==> config.mk <==
export PLATFORM = sky130hd
export DESIGN_NAME = ple_cell
export DESIGN_NICKNAME = d
export VERILOG_FILES = /design/src/design/ple_pkg.sv /design/src/design/ple_cell.sv
export SDC_FILE = /design/constraint.sdc
export NUM_CORES = 1
export LEC_CHECK = 0
export ABC_CLOCK_PERIOD_IN_PS = 10200
export BUFFER_PORTS_ARGS = -buffer_cell sky130_fd_sc_hd__buf_2
export CAP_MARGIN = 20
export CORE_AREA = 5 5 86 88
export DETAILED_ROUTE_END_ITERATION = 10
export DIE_AREA = 0 0 91 93
export GPL_TIMING_DRIVEN = 0
export PLACE_DENSITY = 0.82
export SYNTH_ARGS = -nofsm -noshare
export SYNTH_HDL_FRONTEND = slang
export SYNTH_SLANG_ARGS = --single-unit
==> constraint.sdc <==
create_clock -name clk -period 10.2 [get_ports clk]
set_input_delay 3.06 -clock clk [delete_from_list [all_inputs] [get_ports clk]]
set_output_delay 3.06 -clock clk [all_outputs]
set_load 0.01 [all_outputs]
==> src/design/ple_pkg.sv <==
`timescale 1ns / 1ps
// ple_pkg: shared constants, codes and the command word broadcast to the cell chain
// depends on nothing; used by every module of the list engine
package ple_pkg;

  localparam int CAPACITY = 32;
  localparam int DATA_W   = 32;
  localparam int POS_W    = 6;
  localparam int LEN_W    = 6;
  localparam int IDX_W    = $clog2(CAPACITY);
  localparam int CNT_W    = $clog2(CAPACITY + 1);
  localparam int CMP_W    = (CNT_W > POS_W) ? CNT_W : POS_W;

  // operation codes carried by opcode
  localparam logic [2:0] OP_APPEND    = 3'd0;
  localparam logic [2:0] OP_PREPEND   = 3'd1;
  localparam logic [2:0] OP_INSERT    = 3'd2;
  localparam logic [2:0] OP_REM_LAST  = 3'd3;
  localparam logic [2:0] OP_REM_FIRST = 3'd4;
  localparam logic [2:0] OP_REM_POS   = 3'd5;
  localparam logic [2:0] OP_READ_ALL  = 3'd6;

  // status codes
  localparam logic [1:0] ST_OK    = 2'd0;
  localparam logic [1:0] ST_EMPTY = 2'd1;
  localparam logic [1:0] ST_FULL  = 2'd2;

  // what every cell does in one cycle
  typedef enum logic [1:0] {
    CELL_HOLD   = 2'd0,
    CELL_INSERT = 2'd1,
    CELL_REMOVE = 2'd2,
    CELL_ROTATE = 2'd3
  } cell_op_t;

  typedef struct packed {
    cell_op_t                  op;
    logic [CNT_W-1:0]          slot;
    logic [CNT_W-1:0]          count;
    logic signed [DATA_W-1:0]  value;
  } cell_cmd_t;

endpackage

==> src/design/ple_cell.sv <==
`timescale 1ns / 1ps
// ple_cell: one storage cell of the list chain, shifts toward either neighbor
// depends on ple_pkg
module ple_cell
  import ple_pkg::*;
(
  input  logic                       clk,
  input  logic [IDX_W-1:0]           idx,
  input  cell_cmd_t                  cmd,
  input  logic signed [DATA_W-1:0]   left,
  input  logic signed [DATA_W-1:0]   right,
  output logic signed [DATA_W-1:0]   data
);

  logic [CNT_W-1:0] pos;
  logic [CNT_W-1:0] pos_plus;

  assign pos      = CNT_W'(idx);
  assign pos_plus = CNT_W'({1'b0, idx} + 1'b1);

  // element update for the broadcast command
  always_ff @(posedge clk) begin
    case (cmd.op)
      CELL_INSERT: begin
        if (pos > cmd.slot) begin
          data <= left;
        end else if (pos == cmd.slot) begin
          data <= cmd.value;
        end
      end
      CELL_REMOVE: begin
        if (pos >= cmd.slot) begin
          data <= right;
        end
      end
      CELL_ROTATE: begin
        if (pos_plus < cmd.count) begin
          data <= right;
        end else if (pos_plus == cmd.count) begin
          data <= cmd.value;
        end
      end
      default: begin
      end
    endcase
  end

endmodule

==> results of run 1 <==
==> critical path: cells and delay by family <==
family                   cells  cell delay, ns
buffers and inverters        2            0.36
AO/OA/AOI/OAI                3            0.75
AND/OR/NAND/NOR              3            0.55
XOR/XNOR                     1            0.18
adder cells (fa/ha/maj)      2            0.45
==> logic make-up after synthesis <==
| kind of cell | after synthesis | synth area share (%) |
|---|---|---|
| AND/OR/NAND/NOR | 145 | 30.56 |
| AO/OA/AOI/OAI | 46 | 10.05 |
| multiplexers | 32 | 11.85 |
| flip-flops | 32 | 35.56 |
| buffers and inverters | 29 | 5.463 |
| adder cells (fa/ha/maj) | 12 | 5.555 |
| XOR/XNOR | 3 | 0.9724 |
==> per-layer routing <==
| metal | routed length [um] | share of wire [%] | vias up | track usage, % |
|---|---|---|---|---|
| met5 | 0 | 0 | - | 0 |
| met1 | 3266 | 40 | 1229 | 22.66 |
| li1 | - | - | 1355 | - |
| met3 | 529 | 6.5 | 18 | 3.862 |
| met2 | 4156 | 51 | 110 | 32.21 |
| met4 | 198 | 2.4 | 0 | 6.846 |
==> layout by cell type (no fill, tap or decap) <==
master,count
o21a_1,1
clkbuf_8,5
edfxtp_1,32
a21oi_1,2
nand3_1,36
bufinv_16,1
clkinv_2,1
buf_6,3
and2b_1,30
xor2_1,1
nor3_1,1
o21bai_1,1
nor2b_1,35
nor2_1,6
o21ai_4,1
and4_1,1
buf_2,151
ha_1,12
clkbuf_1,10
nand2_1,33
inv_1,10
nor4b_4,1
buf_16,1
a31oi_1,1
buf_4,3
o21ai_1,1
a21oi_4,1
o21ai_0,33
o311a_1,2
mux2i_1,32
a211oi_2,1
xnor2_1,2
and3_4,1
a21o_1,1
nand2b_1,1
a31o_1,1
==> worst paths after layout <==
kind	from	cells past startpoint	endpoint
setup / recovery	idx[0]	11	data[9]
hold / removal	cmd[6]	3	data[6]
==> cell type report <==
class                      count  area share (%)
multi-input combinational    238           43.57
sequential                    32           26.08
timing repair buffer         148           20.71
buffer                        19           2.988
tap                           80           2.716
clock buffer                   6           1.969
inverter                      10           1.019
clock inverter                 2          0.9508
==> report_power, final <==
part	switching [W]	total, W	internal [W]	leakage (nW)
Combinational	0.0000756	0.000144	0.0000680	1.39
Clock	0.0000481	0.000121	0.0000725	0.0552
Sequential	0.00000539	0.000178	0.000172	0.301
==> metrics by stage <==
step,setup slack (ns),hold slack [ns]
CTS,4.759,3.063
finish,4.810,3.069
global route,4.610,3.067
detailed placement,4.491,3.359
global placement,1.734,3.353
floorplan,3.193,3.259
==> metrics.md, run 1 <==
| Metric | Value |
|---|---|
| Minimum clock period | 5.390 ns |
| Slew Limit Fails | 0 |
| GPL Wtd Cong | just over 0.8 |
| Status | finished, final reports clean |
| Die Height | 93 um |
| Post-synth EDFFs | 32 |
| Row cnt | 30 |
| Via count | 2712 |
| Via density | 5.069 |
| Die Width | 91 um |
| Lkg Pwr | between 1.5 and 2 nW |
| Crit path max fanout | 20 |
| Die area | 0.008463 mm^2 |
| Synth Flop Type | edfxtp_1 |
| Number of global-route vias before repair | 2782 |
| Max Buffers Root-to-Sink | 2 |
| Clock Tree Root | clkbuf_8 |
| Nets | 582 |
| Crit path cell chain | buf_2, ha_1, nand3_1, xnor2_1, ha_1, and4_1, o21a_1, nor3_1, a31oi_1, o21ai_4, buf_16 |
| Number of setup violations in the final report | 0 |
| Detailed Route Iter0 Violations | 133 |
| Most used standard cell by instance count after synthesis | nand3_1 |
| Congestion Overflow GR | 0 |
| CTS tree | yes |
| Drt first pass iters | 4 |
| Resized cells post-CTS | 0 |
| Number of flip-flops in the largest register | 32 |
| Fin area | 0.003685 mm^2 |
| Clk slew on worst S/H paths | 0.07 ns |
| HP Class | primary input to register |
| Largest net degree at the start of global routing | 21 |
| Startpoint class of the critical path | primary input |
| Post-synth top area share | ~36% |
| Post-route ant nets | 0 |
| Final Power | between 0.0004 and 0.0005 W |
| Final Hold Fails | 0 |
| Area delta synth->final | 36.34% |
| Tcrit/Tclk final | approximately 53% |
| Total CTS buffers | 5 |
| Net Count, Synth | between 400 and 500 |
| Biggest register | data |
| Area leader, netlist | edfxtp_1 |
| Sequential fraction of the synthesis area | 35.56% |
| Post-synth ARST share | 0% |
| Top Ports | between 100 and 150 |
| Global-route wire length before repair | between 10000 and 15000 um |
| Residual DRC count | 0 |
| Multi-input gate area | 0.001605 mm^2 |
| H-tree Lvls | 2 |
| Pwr/cell area | 119.9 mW/mm^2 |
| Largest regs | data x32 |
| Initial Util | 41.14% |
| Setup tns final | 0 ns |
| Synth top cells by count | 36 x nand3_1, 35 x nor2b_1, 34 x o21ai_0, 33 x nand2_1 |
| Post-place instance area | approximately 0.0036 mm^2 |
| Cells after Synth | 299 |
| Setup crit end kind | register |
| Final WL | around 8200 um |
| Setup Buffers After CTS | 0 |
| Hold-fix buffers at CTS | 0 |
| Routed wire per std cell | 15.23 um |
| Share of layout cells above drive strength 1 | 37.36% |
| Layout Cells excl Fill | 535 |
| Antenna cells | 0 |
| Post-DP HPWL | 6456 um |
| Synthesized flop and latch total | 32 |
| Core box area | 0.006569 mm^2 |
| Worst slew margin | 63.61% |
| RSZ-0062 raised after global routing | no |
| Mapped cell area | 0.002703 mm^2 |
| Cells after DPL | ~530 |
| Largest stage delay on the critical path | 0.47 ns |
| Arr. time, crit path | 5.37 ns |
| Crit path top cell by count | ha_1 |
| Fmax | 0.1855 GHz |
| Initial antenna violation count | 0 |
| Mean Syn Cell Area | around 9.0 um^2 |
| Total GRT Usage | 18.57% |
| Unique masters post-synth | 31 |
| Port bufs | 147 |
| FILL cells | 621 |
| Slew of the pin with the lowest slew margin | 0.5438 ns |
| Max-Cap Viols | 0 |
| CTS sink count | 32 |
| Req. time, crit path | 10.18 ns |
| Yosys warns | 0 |
| Final Core Density | 56.10% |
| Synth top area cells | edfxtp_1 36%, mux2i_1 12%, and2b_1 8.3%, nor2b_1 8.1%, nand3_1 6.7% |
| Register area | 960.9 um^2 |
| Peak supply drop | 0.07504 mV |
| WS Path Type | primary input to register |
| CP max-delay cell | o21ai_4 |
No activity file was read; power rests on OpenSTA's default activity.
==> inputs of run 2 (changes only) <==
--- a/config.mk
+++ b/config.mk
@@ -5,12 +5,13 @@
 export SDC_FILE = /design/constraint.sdc
 export NUM_CORES = 1
 export LEC_CHECK = 0
-export ABC_CLOCK_PERIOD_IN_PS = 10200
+export ABC_AREA = 1
+export ABC_CLOCK_PERIOD_IN_PS = 4700
 export BUFFER_PORTS_ARGS = -buffer_cell sky130_fd_sc_hd__buf_2
 export CAP_MARGIN = 20
-export CORE_AREA = 5 5 86 88
+export CORE_AREA = 5 5 93 95
 export DETAILED_ROUTE_END_ITERATION = 10
-export DIE_AREA = 0 0 91 93
+export DIE_AREA = 0 0 98 100
 export GPL_TIMING_DRIVEN = 0
 export PLACE_DENSITY = 0.82
 export SYNTH_ARGS = -nofsm -noshare
==> constraint.sdc (replaced) <==
create_clock -name clk -period 4.7 [get_ports clk]
set_input_delay 1.41 -clock clk [delete_from_list [all_inputs] [get_ports clk]]
set_output_delay 1.41 -clock clk [all_outputs]
set_load 0.01 [all_outputs]
==> run 2 against run 1 <==
Die area is 16% higher. Routed wire length is 30% higher. Area after synthesis is 20% higher. Largest power group unchanged. Highest routed layer unchanged. Via count is 42% higher. Core utilization is 0.94 points lower. Non-clock buffer count is 8 higher.
==> metrics.md, run 2 <==
| Metric | Value |
|---|---|
| Drt first pass iters | 5 (was 4) |
| Setup ws final | 0.7286 ns (was 4.810 ns) |
| Startpoint class of the critical path | primary input (unchanged) |
| Setup tns final | 0 ns (unchanged) |
| Slew of the pin with the lowest slew margin | 0.9483 ns (was 0.5438 ns) |
| Via count | 3858 (was 2712) |
| Congestion Overflow GR | 0 (unchanged) |
| Sequential fraction of the synthesis area | 29.69% (was 35.56%) |
| Post-DP HPWL | 8361 um (was 6456 um) |
| Number of global-route vias before repair | 3684 (was 2782) |
| Final WL | 10590 um (was 8150 um) |
| Largest regs | data x32 (unchanged) |
| Peak supply drop | 0.1272 mV (was 0.07504 mV) |
| Clk slew on worst S/H paths | 0.07 ns (about the same) |
| Mapped cell area | 0.003237 mm^2 (was 0.002703 mm^2) |
| Core box area | 0.007647 mm^2 (was 0.006569 mm^2) |
| Number of setup violations in the final report | 0 (unchanged) |
| Max Buffers Root-to-Sink | 2 (unchanged) |
| Most frequent cells in the layout | 200 x nand2_1, 155 x buf_2, 128 x inv_1, 89 x nand3_1, 32 x edfxtp_1 (was 151 x buf_2, 36 x nand3_1, 35 x nor2b_1, 33 x nand2_1, 33 x o21ai_0) |
| Setup crit end kind | register (unchanged) |
| Share of layout cells above drive strength 1 | 25.97% (was 37.36%) |
| Worst slew margin | 36.63% (was 63.61%) |
| H-tree Lvls | 2 (unchanged) |
| Req. time, crit path | 4.61 ns (was 10.18 ns) |
| Die area | 0.009800 mm^2 (was 0.008463 mm^2) |
| Area delta synth->final | 30.31% (was 36.34%) |
| Top Ports | 148 (unchanged) |
| Part of the power in combinational logic | 36.5% (was 32.5%) |
| Post-route ant nets | 0 (unchanged) |
| Via density | 4.847 (was 5.069) |
| Fmax | 0.2518 GHz |
| Lkg Pwr | 2.572 nW (was 1.743 nW) |
| Sw frac | 34.23% (was 29.20%) |
| Internal | 0.0006821 W (was 0.0003129 W) |
| Number of flip-flops in the largest register | 32 (unchanged) |
| Net Switching | 0.0003550 W (was 0.0001291 W) |
| GPL Wtd Cong | 0.8475 (was 0.8104) |
| Post-Place Setup Slack | 0.3590 ns (was 4.491 ns) |
| Unique masters post-synth | 23 (was 31) |
| Slew Limit Fails | 0 (unchanged) |
| Seq pwr share | 37.4% (was 40.2%) |
| Residual DRC count | 0 (unchanged) |
| Setup Buffers After CTS | 0 (unchanged) |
| Startpoint of the worst hold path | right[19] (was cmd[6]) |
| Clock power frac | 26.1% (was 27.3%) |
| Max-Cap Viols | 0 (unchanged) |
| Hold-fix buffers at CTS | 0 (unchanged) |
| Post-synth ARST share | 0% (unchanged) |
| Yosys warns | 0 (unchanged) |
| Synth Flop Type | edfxtp_1 (unchanged) |
| Nets | 820 (was 582) |
| Mean Syn Cell Area | 6.016 um^2 (was 9.039 um^2) |
| Most used standard cell by instance count after synthesis | nand2_1 (was nand3_1) |
| HP Class | primary input to register (unchanged) |
| Initial antenna violation count | 0 (unchanged) |
| Resized cells post-CTS | 0 (unchanged) |
| Initial Util | 42.33% (was 41.14%) |
| Global-route wire length before repair | 16910 um (was 12830 um) |
| Post-place instance area | 0.004108 mm^2 (was 0.003577 mm^2) |
| Hold Path Depth | 5 (was 3) |
| Die Height | 100 um (was 93 um) |
| Area leader, netlist | edfxtp_1 (unchanged) |
| Biggest register | data (unchanged) |
| Tcrit/Tclk final | 84.50% |
| Synthesized flop and latch total | 32 (unchanged) |
| Row cnt | 32 (was 30) |
| WS Path Type | primary input to register (unchanged) |
| Status | finished, final reports clean (unchanged) |
| CTS sink count | 32 (unchanged) |
| Pwr/cell area | 245.9 mW/mm^2 (was 119.9 mW/mm^2) |
| Detailed Route Iter0 Violations | 223 (was 133) |
| Clock Tree Root | clkbuf_8 (unchanged) |
| Total GRT Usage | 21.10% (was 18.57%) |
| Minimum clock period | around 4.0 ns |
| CTS tree | yes (unchanged) |
| Synth top area cells | edfxtp_1 30%, nand2_1 23%, inv_1 15%, nand3_1 14%, ha_1 4.6% (was edfxtp_1 36%, mux2i_1 12%, and2b_1 8.3%, nor2b_1 8.1%, nand3_1 6.7%) |
| Port bufs | 147 (unchanged) |
| Total CTS buffers | 5 (unchanged) |
| Commonest non-fill, non-tap cell in the layout | nand2_1 (was buf_2) |
| Net Count, Synth | 666 (was 427) |
| Synth top cells by count | 200 x nand2_1, 128 x inv_1, 89 x nand3_1, 32 x edfxtp_1, 21 x nand4_1 (was 36 x nand3_1, 35 x nor2b_1, 34 x o21ai_0, 33 x nand2_1) |
| Largest net degree at the start of global routing | 33 (was 21) |
| Final Hold Fails | 0 (unchanged) |
| Arr. time, crit path | 3.88 ns (was 5.37 ns) |
| Post-synth EDFFs | 32 (unchanged) |
| Post-synth top area share | 29.69% (was 35.56%) |
| Crit path max fanout | 32 (was 20) |
| Cells after Synth | 538 (was 299) |
| Fin area | 0.004218 mm^2 (was 0.003685 mm^2) |
| RSZ-0062 raised after global routing | no (unchanged) |
| Routed wire per std cell | 13.30 um (was 15.23 um) |
| Die Width | 98 um (was 91 um) |
| Hold EP | data[19] (was data[6]) |
## run 2: cell count changes after synthesis, moves of 4 or more
cell	previous run	this run
nand4_1	0	21
nor2_1	6	2
or2_0	0	6
inv_1	10	128
mux2i_1	32	0
nor2b_1	35	0
nand2_1	33	200
buf_1	0	4
and2b_1	30	0
buf_2	4	8
o21ai_0	34	0
or2_2	0	4
nand3_1	36	89
## run 2: worst max path at each step
stage,from,end,cells after the start
after global routing,idx[0],data[5],13
after global placement,idx[0],data[4],13
after floorplan,idx[0],data[0],12
after CTS,idx[0],data[1],13
after detailed placement,idx[0],data[9],13
final,idx[0],data[20],13
## run 2: metal layers
metal / GRT usage [%] / part of all wire (%) / up-vias
met2: 38.38 / 50 / 198
met3: 3.544 / 9.2 / 11
met4: 5.325 / 1.1 / 0
li1: - / - / 1955
met5: 0 / 0 / -
met1: 25.90 / 40 / 1694
## run 2: kinds of logic (layout without fill, tap and decap cells)
kind of cell             after synthesis  in the layout  synth area share (%)
AO/OA/AOI/OAI                          4              4                0.8505
XOR/XNOR                               3              3                0.8119
adder cells (fa/ha/maj)               12             12                 4.638
buffers and inverters                158            313                 19.10
flip-flops                            32             32                 29.69
other                                  0              1                     0
AND/OR/NAND/NOR                      329            329                 44.92
## run 2: metrics by stage
step                std cells  util [%]  hold WS, ns  power [W]
detailed placement        787     53.71        1.781  0.0007735
global route              795     55.12        1.496   0.001104
CTS                       795     55.12        1.479   0.001040
global placement          787     53.62        1.774  0.0007618
finish                    796     55.15        1.486   0.001037
floorplan                 538         -        1.664  0.0006174
## run 2: power groups by stage
| stage | Combinational [W] | Clock, W | Sequential, W |
|---|---|---|---|
| finish | 0.000379 | 0.000271 | 0.000388 |
| global placement | 0.000367 | 0 | 0.000394 |
| global route | 0.000425 | 0.000287 | 0.000392 |
| CTS | 0.000380 | 0.000271 | 0.000389 |
| floorplan | 0.000197 | 0 | 0.000421 |
| detailed placement | 0.000379 | 0 | 0.000394 |
## run 2: final cells by class
class / instances / area, um^2
Clock inverter: 2 / 35.03
Antenna cell: 1 / 2.502
Sequential cell: 32 / 960.9
Fill cell: 768 / 3430
Timing Repair Buffer: 147 / 735.7
Multi-Input combinational cell: 348 / 1665
Clock buffer: 6 / 72.57
Inverter: 130 / 488.0
Buffer: 28 / 130.1
Tap cell: 102 / 127.6
## run 2: worst max-delay path, cell delays in order
cell     delay (ns)
buf_2          0.13
ha_1           0.22
nand3_1        0.10
xor2_1         0.15
ha_1           0.24
nand2_1        0.10
inv_1          0.05
nand2_1        0.17
nand3_2        0.20
buf_4          0.23
nand2_1        0.07
nor2_1         0.06
nor2_4         0.74
